**config.mk**
```make
export PLATFORM = sky130hd
export DESIGN_NAME = humidity_temp_frame_decoder
export DESIGN_NICKNAME = d
export VERILOG_FILES = /design/src/rtl/htfd_pkg.sv /design/src/rtl/htfd_scale.sv /design/src/rtl/humidity_temp_frame_decoder.sv
export SDC_FILE = /design/constraint.sdc
export NUM_CORES = 1
export LEC_CHECK = 0
export BUFFER_PORTS_ARGS = -buffer_cell sky130_fd_sc_hd__buf_2
export CORE_ASPECT_RATIO = 0.5
export CORE_MARGIN = 2
export CORE_UTILIZATION = 65
export DETAILED_ROUTE_END_ITERATION = 6
export GPL_TIMING_DRIVEN = 0
export PLACE_DENSITY = 0.83
export SLEW_MARGIN = 10
export SYNTH_ARGS = -nofsm -noshare
export SYNTH_HDL_FRONTEND = slang
export SYNTH_SLANG_ARGS = --single-unit
```
**constraint.sdc**
```tcl
create_clock -name clk -period 7.22 [get_ports clk]
set_input_delay 0.361 -clock clk [delete_from_list [all_inputs] [get_ports clk]]
set_output_delay 0.361 -clock clk [all_outputs]
set_load 0.02 [all_outputs]
```
**src/rtl/htfd_pkg.sv**
```systemverilog
// Shared types, constants and CRC function for the humidity/temperature frame decoder.
`default_nettype none

package htfd_pkg;

  // CRC-8 over each 16-bit word: polynomial 0x31, seed 0xFF, no reflection
  localparam logic [7:0] CRC_INIT = 8'hFF;
  localparam logic [7:0] CRC_POLY = 8'h31;

  // Byte positions within one response frame
  localparam logic [2:0] POS_T_MSB = 3'd0;
  localparam logic [2:0] POS_T_LSB = 3'd1;
  localparam logic [2:0] POS_T_CRC = 3'd2;
  localparam logic [2:0] POS_H_MSB = 3'd3;
  localparam logic [2:0] POS_H_LSB = 3'd4;
  localparam logic [2:0] POS_H_CRC = 3'd5;

  // Scaling: centi = offset + round(span * raw / FULL_SCALE)
  localparam int TEMP_SPAN   = 17500;
  localparam int TEMP_OFFSET = -4500;
  localparam int HUM_SPAN    = 12500;
  localparam int HUM_OFFSET  = -600;
  localparam int FULL_SCALE  = 65535;
  localparam int HALF_SCALE  = 32767;

  localparam int CENTI_W = 15;

  typedef enum logic [1:0] {
    ST_OK       = 2'd0,
    ST_TEMP_CRC = 2'd1,
    ST_HUM_CRC  = 2'd2
  } status_t;

  // One complete, checked frame handed to the scaling stage
  typedef struct packed {
    logic [15:0] temp_word;
    logic [15:0] hum_word;
    status_t     status;
  } frame_t;

  function automatic logic [7:0] crc8_feed(input logic [7:0] crc, input logic [7:0] data);
    logic [7:0] c;
    c = crc ^ data;
    for (int k = 0; k < 8; k++) begin
      if (c[7]) begin
        c = {c[6:0], 1'b0} ^ CRC_POLY;
      end else begin
        c = {c[6:0], 1'b0};
      end
    end
    return c;
  endfunction

endpackage

`default_nettype wire

```
**src/rtl/htfd_scale.sv**
```systemverilog
// Two-stage scaling of a checked frame: multiply, then divide by full scale and add offset.
`default_nettype none

module htfd_scale (
  input  wire logic                                 clk,
  input  wire logic                                 rst_n,
  input  wire logic                                 frame_valid,
  input  wire htfd_pkg::frame_t                     frame,
  output logic                                      frame_ready,
  output logic                                      out_valid,
  input  wire logic                                 out_stall,
  output logic signed [htfd_pkg::CENTI_W-1:0]       out_temperature_centi,
  output logic signed [htfd_pkg::CENTI_W-1:0]       out_humidity_centi,
  output logic [1:0]                                out_status
);

  // round(p / 65535) for p below 2^31 - 32767, no exact halves possible
  function automatic logic [htfd_pkg::CENTI_W-1:0] div_round(input logic [30:0] p);
    logic [30:0] m;
    logic [14:0] q0;
    logic [16:0] r;
    logic [14:0] q;
    m  = p + 31'(htfd_pkg::HALF_SCALE);
    q0 = m[30:16];
    // m = q0*65535 + (q0 + low half); remainder stays below twice the divisor
    r  = {1'b0, m[15:0]} + 17'(q0);
    q  = q0 + 15'(r >= 17'(htfd_pkg::FULL_SCALE));
    return q;
  endfunction

  logic                        a_valid_r;
  logic [30:0]                 a_prod_t_r;
  logic [30:0]                 a_prod_h_r;
  htfd_pkg::status_t           a_status_r;

  logic                        out_valid_r;
  logic signed [14:0]          temp_r;
  logic signed [14:0]          hum_r;
  htfd_pkg::status_t           status_r;

  logic                        out_free;
  logic                        a_ready;
  logic [14:0]                 q_t;
  logic [14:0]                 q_h;
  logic signed [14:0]          temp_nxt;
  logic signed [14:0]          hum_nxt;

  assign out_free    = !out_valid_r || !out_stall;
  assign a_ready     = !a_valid_r || out_free;
  assign frame_ready = a_ready;

  always_ff @(posedge clk) begin
    if (!rst_n) begin
      a_valid_r <= 1'b0;
    end else if (a_ready) begin
      a_valid_r <= frame_valid;
    end
  end

  always_ff @(posedge clk) begin
    if (a_ready && frame_valid) begin
      a_prod_t_r <= 31'(frame.temp_word) * 31'(htfd_pkg::TEMP_SPAN);
      a_prod_h_r <= 31'(frame.hum_word) * 31'(htfd_pkg::HUM_SPAN);
      a_status_r <= frame.status;
    end
  end

  always_comb begin
    q_t = div_round(a_prod_t_r);
    q_h = div_round(a_prod_h_r);
    if (a_status_r == htfd_pkg::ST_OK) begin
      temp_nxt = $signed(q_t + 15'(htfd_pkg::TEMP_OFFSET));
      hum_nxt  = $signed(q_h + 15'(htfd_pkg::HUM_OFFSET));
    end else begin
      temp_nxt = '0;
      hum_nxt  = '0;
    end
  end

  always_ff @(posedge clk) begin
    if (!rst_n) begin
      out_valid_r <= 1'b0;
    end else if (out_free) begin
      out_valid_r <= a_valid_r;
    end
  end

  // Hold the result while the receiver stalls
  always_ff @(posedge clk) begin
    if (out_free && a_valid_r) begin
      temp_r   <= temp_nxt;
      hum_r    <= hum_nxt;
      status_r <= a_status_r;
    end
  end

  assign out_valid             = out_valid_r;
  assign out_temperature_centi = temp_r;
  assign out_humidity_centi    = hum_r;
  assign out_status            = status_r;

endmodule

`default_nettype wire

```
**src/rtl/humidity_temp_frame_decoder.sv**
```systemverilog
// Humidity/temperature sensor response decoder: CRC check and scaling to hundredths.
//
// Input channel: one response byte per transfer (in_rx_byte), in sensor order:
// temperature MSB, LSB, CRC, humidity MSB, LSB, CRC. in_frame_start marks byte 0
// and abandons any partial frame; without it the count wraps after six bytes.
// A byte can be taken in every cycle while in_stall is low.
// Result channel: one transfer per complete frame with status (0 ok, 1 temperature
// CRC bad, 2 humidity CRC bad) and signed temperature/humidity in hundredths.
// Both values read 0 when either CRC is bad.
// After the sixth byte is taken, the frame is registered after the multipliers and
// then after the divide-by-65535 stage, which drives the result.
// Throughput: one byte per cycle unless the two-stage scaling pipeline stalls the input.
// Reset (rst_n low, synchronous) restarts the byte count, reseeds the CRC and
// empties the pipeline. A stall on the result side holds the result; the input
// stalls only once both pipeline stages are full.
`default_nettype none

module humidity_temp_frame_decoder (
  input  wire logic                            clk,
  input  wire logic                            rst_n,
  input  wire logic                            in_valid,
  output logic                                 in_stall,
  input  wire logic [7:0]                      in_rx_byte,
  input  wire logic                            in_frame_start,
  output logic                                 out_valid,
  input  wire logic                            out_stall,
  output logic signed [htfd_pkg::CENTI_W-1:0]  out_temperature_centi,
  output logic signed [htfd_pkg::CENTI_W-1:0]  out_humidity_centi,
  output logic [1:0]                           out_status
);

  logic [2:0]        byte_idx_r;
  logic [7:0]        crc_r;
  logic [15:0]       temp_word_r;
  logic [15:0]       hum_word_r;
  logic              temp_good_r;

  logic [2:0]        byte_idx_nxt;
  logic [7:0]        crc_nxt;
  logic [15:0]       temp_word_nxt;
  logic [15:0]       hum_word_nxt;
  logic              temp_good_nxt;

  logic [2:0]        pos;
  logic              accept;
  logic              frame_ready;
  logic              frame_valid;
  htfd_pkg::frame_t  frame;

  assign in_stall = !frame_ready;
  assign accept   = in_valid && frame_ready;

  always_comb begin
    pos = byte_idx_r;
    if (in_frame_start || byte_idx_r > htfd_pkg::POS_H_CRC) begin
      pos = htfd_pkg::POS_T_MSB;
    end

    crc_nxt       = crc_r;
    temp_word_nxt = temp_word_r;
    hum_word_nxt  = hum_word_r;
    temp_good_nxt = temp_good_r;
    byte_idx_nxt  = pos + 3'd1;

    case (pos)
      htfd_pkg::POS_T_MSB: begin
        crc_nxt       = htfd_pkg::crc8_feed(htfd_pkg::CRC_INIT, in_rx_byte);
        temp_word_nxt = {in_rx_byte, 8'h00};
      end
      htfd_pkg::POS_T_LSB: begin
        crc_nxt       = htfd_pkg::crc8_feed(crc_r, in_rx_byte);
        temp_word_nxt = {temp_word_r[15:8], in_rx_byte};
      end
      htfd_pkg::POS_T_CRC: begin
        temp_good_nxt = (crc_r == in_rx_byte);
      end
      htfd_pkg::POS_H_MSB: begin
        crc_nxt      = htfd_pkg::crc8_feed(htfd_pkg::CRC_INIT, in_rx_byte);
        hum_word_nxt = {in_rx_byte, 8'h00};
      end
      htfd_pkg::POS_H_LSB: begin
        crc_nxt      = htfd_pkg::crc8_feed(crc_r, in_rx_byte);
        hum_word_nxt = {hum_word_r[15:8], in_rx_byte};
      end
      default: begin
        byte_idx_nxt = htfd_pkg::POS_T_MSB;
      end
    endcase

    frame_valid     = accept && (pos == htfd_pkg::POS_H_CRC);
    frame.temp_word = temp_word_r;
    frame.hum_word  = hum_word_r;
    // Temperature check wins when both words are bad
    if (!temp_good_r) begin
      frame.status = htfd_pkg::ST_TEMP_CRC;
    end else if (crc_r != in_rx_byte) begin
      frame.status = htfd_pkg::ST_HUM_CRC;
    end else begin
      frame.status = htfd_pkg::ST_OK;
    end
  end

  always_ff @(posedge clk) begin
    if (!rst_n) begin
      byte_idx_r  <= htfd_pkg::POS_T_MSB;
      crc_r       <= htfd_pkg::CRC_INIT;
      temp_word_r <= '0;
      hum_word_r  <= '0;
      temp_good_r <= 1'b0;
    end else if (accept) begin
      byte_idx_r  <= byte_idx_nxt;
      crc_r       <= crc_nxt;
      temp_word_r <= temp_word_nxt;
      hum_word_r  <= hum_word_nxt;
      temp_good_r <= temp_good_nxt;
    end
  end

  htfd_scale u_scale (
    .clk                   (clk),
    .rst_n                 (rst_n),
    .frame_valid           (frame_valid),
    .frame                 (frame),
    .frame_ready           (frame_ready),
    .out_valid             (out_valid),
    .out_stall             (out_stall),
    .out_temperature_centi (out_temperature_centi),
    .out_humidity_centi    (out_humidity_centi),
    .out_status            (out_status)
  );

endmodule

`default_nettype wire

```
==> impl_metrics.tcl <==
set metrics [dict create \
    clock-skew-final_ns 0.0141 \
    netlist_area_um2 15000 \
    hold_viol 0 \
    slew_viol_final 0 \
    startpoint_type "flip-flop" \
    p_leak_uw 0.00803 \
    ant_nets 0 \
    multiInputGateArea_um2 10300 \
    path_class "reg2reg" \
    crit_path_top_delay_cell "or3b_2" \
    tightest_slew_ns 1.02 \
    postCtsSetupBuffers 0 \
    timing.final.crit_share 0.953 \
    worst-path-buf-inv 2 \
    status "completed" \
    areaGrowthSynthToFinish_pct 8.51 \
    drive_above_1_share 0.0674 \
    rows 39 \
    yosysWarningCount 0 \
    die_h_um 111 \
    dp_slack_ns -0.137 \
    vias 11900 \
    dieWidth_um 219 \
    synth.avg_cell_area_um2 9.36 \
    fin_crit_ns 6.88 \
    antenna_found_initial 0 \
    crit_fanout 9 \
    yosysSeqAreaShare 0.244 \
    finalSetupViolCount 0 \
    port_buffers 37 \
    routed_wl_mm 34.9 \
    final_net_count 2004 \
    yosys-top-cells-area "ha_1, edfxtp_1, fa_1" \
    gr-total-overflow 0 \
    placeableCoreArea_um2 22700 \
    clock_latency_ns 0.44 \
    htreeDepth 4 \
    diodes 0 \
    yosys.area.top_type "ha_1" \
    cts_buffers 17 \
    grt_max_degree 29 \
    cts_resized 1 \
    cts_sinks 137 \
    ir_worst_vdd_mv 0.133 \
    regArea_um2 3650 \
    vias_per_cell 5.98 \
    die_area_um2 24400 \
    hpwl_mm 27.6 \
    worst_ep_required_time_ns 7.40 \
    ys_async_sr_fraction 0 \
    path_clk_slew_ns 0.07 \
    place_congestion 0.930 \
    fillers 1629 \
    drt_pass1_iterations 7 \
    track_usage 0.296 \
    slew_headroom 0.312 \
    wl_per_cell_um 17.6 \
    worstPathCellList "inv_1 -> ha_1 -> or3b_2 -> nor4_4 -> nor2_1 -> xnor2_2 -> ha_1 -> clkbuf_1 -> a21o_1 -> a222oi_1 -> nand4_1 -> a211o_1 -> a2111oi_2 -> nand4_1 -> a2111oi_2 -> o211ai_1 -> a21oi_2 -> ha_1 -> a31oi_1 -> o21ai_1 -> a21oi_1 -> o21ai_0 -> xor2_1 -> nor2_1" \
    fmax_mhz 145 \
    cpPeakStageDelay_ns 0.55 \
    synth_top_cell_area_share 0.199 \
    clk_path_buf_depth 2 \
    grt_pass1_wl_mm 57.6 \
    root_buffer "clkbuf_16" \
    synth_cells 1602 \
    yosysUniqueCellTypes 79 \
    cp_data_arrival_time_ns 7.07 \
    cpMostUsedCell "ha_1" \
    drtIter0Drc 782 \
    syn_nets 1942 \
    ys_ff_latch 137 \
    pin_count 47 \
    place_inst 1952 \
    hp-class "in2reg" \
    critical-path-top-delay-family "compound AO/OA/AOI/OAI gates" \
    fin_cells 1984 \
    synth_edf_count 91 \
    holdWs_ns 0.263 \
    drc 0 \
    ys.flop_type "edfxtp_1" \
    hold_buffers 0 \
    endpoint_kind "flip-flop" \
    setup_slack_ns 0.336 \
    power_per_cell_area_nw_per_um2 130 \
    grt_pass1_vias 12100 \
    cts_tree "yes" \
    drv_cap 0 \
    initial_core_util 0.659 \
]
==> routing by layer <==
metal	global-route usage	wire [µm]	vias to the layer above
li1	-	-	5647
met1	0.360	14600	5756
met2	0.529	17600	356
met3	0.0500	1640	99
met4	0.109	1100	0
met5	0	0	-
==> cells in the mapped netlist (5+ instances only) <==
| library cell | count |
|---|---|
| o41ai_1 | 6 |
| or3_1 | 10 |
| nor3_1 | 31 |
| and3_1 | 14 |
| o211ai_1 | 10 |
| nand2b_1 | 11 |
| o311ai_0 | 5 |
| a21oi_1 | 77 |
| o21bai_1 | 9 |
| nand3b_1 | 6 |
| a22oi_1 | 26 |
| dfxtp_1 | 46 |
| and2_1 | 5 |
| xnor2_1 | 109 |
| edfxtp_1 | 91 |
| inv_1 | 258 |
| nand4_1 | 13 |
| ha_1 | 238 |
| nor4_1 | 13 |
| nand2_1 | 69 |
| o21ai_0 | 53 |
| o21a_1 | 8 |
| fa_1 | 89 |
| nor2b_1 | 45 |
| mux2i_1 | 12 |
| a31oi_1 | 10 |
| xor2_1 | 53 |
| a21o_1 | 22 |
| clkbuf_1 | 25 |
| a211oi_1 | 6 |
| or2_2 | 6 |
| nand3_1 | 26 |
| nor3b_1 | 8 |
| nor2_1 | 111 |
==> report_power, final <==
| group | internal (µW) | switching (µW) | total (µW) | leakage [µW] |
|---|---|---|---|---|
| logic | 155 | 207 | 362 | 0.00647 |
| registers | 848 | 16.6 | 864 | 0.00128 |
| clock network | 514 | 371 | 885 | 0.000278 |
| total | 1520 | 594 | 2110 | 0.00803 |
==> through the flow <==
step	power, µW	area (µm²)	setup TNS, ns	util
after floorplan	1160	15000	0	-
after CTS	2110	16200	0	0.714
after global routing	2190	16300	-0.0339	0.715
after global placement	1210	15600	-4.71	0.684
after detailed placement	1230	15600	-0.214	0.688
final	2110	16300	0	0.715
==> area by class of cell <==
cell class	instances	area share
Buffer	30	0.00723
Multi-Input combinational cell	1177	0.633
Tap cell	307	0.0236
Clock inverter	15	0.0102
Clock buffer	17	0.0262
Inverter	258	0.0595
Timing Repair Buffer	43	0.0154
Sequential cell	137	0.225
==> logic make-up (layout without fill, tap and decap cells) <==
| kind of cell | Yosys count | count (layout) | synth area share |
|---|---|---|---|
| buffers and inverters | 288 | 363 | 0.0725 |
| and+or+nand+nor | 385 | 385 | 0.130 |
| DFF | 137 | 137 | 0.244 |
| adders and majority gates | 327 | 327 | 0.318 |
| muxes | 14 | 14 | 0.00952 |
| AOI/OAI and AO/OA | 287 | 287 | 0.129 |
| xor gates and xnor gates | 164 | 164 | 0.0973 |
==> worst reg2reg max path: stages (launching register included) <==
cell and delay (ns):
edfxtp_1 0.45, inv_1 0.11, ha_1 0.23, or3b_2 0.55, nor4_4 0.36, nor2_1 0.22
xnor2_2 0.35, ha_1 0.30, clkbuf_1 0.21, a21o_1 0.28, a222oi_1 0.36, nand4_1 0.15
a211o_1 0.32, a2111oi_2 0.30, nand4_1 0.15, a2111oi_2 0.39, o211ai_1 0.21, a21oi_2 0.29
ha_1 0.25, a31oi_1 0.12, o21ai_1 0.31, a21oi_1 0.17, o21ai_0 0.32, xor2_1 0.18
nor2_1 0.05
==> sequential cells by signal (all words and copies together) (netlist names), 3 cells and up <==
| register | flops |
|---|---|
| u_scale.a_prod_t_r | 29 |
| u_scale.a_prod_h_r | 28 |
| hum_word_r | 16 |
| temp_word_r | 16 |
| u_scale.out_humidity_centi | 15 |
| u_scale.out_temperature_centi | 15 |
| crc_r | 8 |
| byte_idx_r | 3 |
==> final timing paths <==
| path | startpoint | endpoint | slack [ns] | cells after the start |
|---|---|---|---|---|
| max | u_scale.a_prod_h_r[2]$_DFFE_PP_ | u_scale.out_humidity_centi[12]$_SDFFCE_PP0P_ | 0.34 | 24 |
| min reg2reg | u_scale.a_status_r[1]$_SDFFCE_PN0P_ | u_scale.out_status[1]$_DFFE_PP_ | 0.44 | 0 |
| min | out_stall | u_scale.out_valid$_SDFFE_PN0P_ | 0.26 | 3 |
| max reg2reg | u_scale.a_prod_h_r[2]$_DFFE_PP_ | u_scale.out_humidity_centi[12]$_SDFFCE_PP0P_ | 0.34 | 24 |
==> placed cells by master (no fill, tap or decap), types with 11 or more instances in the layout <==
cell type and instances:
dfxtp_1 46, fa_1 89, and3_1 14, xnor2_1 107, nor3_1 30, mux2i_1 12, clkbuf_1 25, nor2b_1 45
xor2_1 53, a21oi_1 76, buf_2 40, inv_1 258, nand2_1 69, edfxtp_1 91, a22oi_1 26, clkbuf_16 17
nor4_1 12, ha_1 238, nand3_1 26, nor2_1 111, nand2b_1 11, o21ai_0 51, nand4_1 13, a21o_1 22
(Power assumes the default switching activity.)
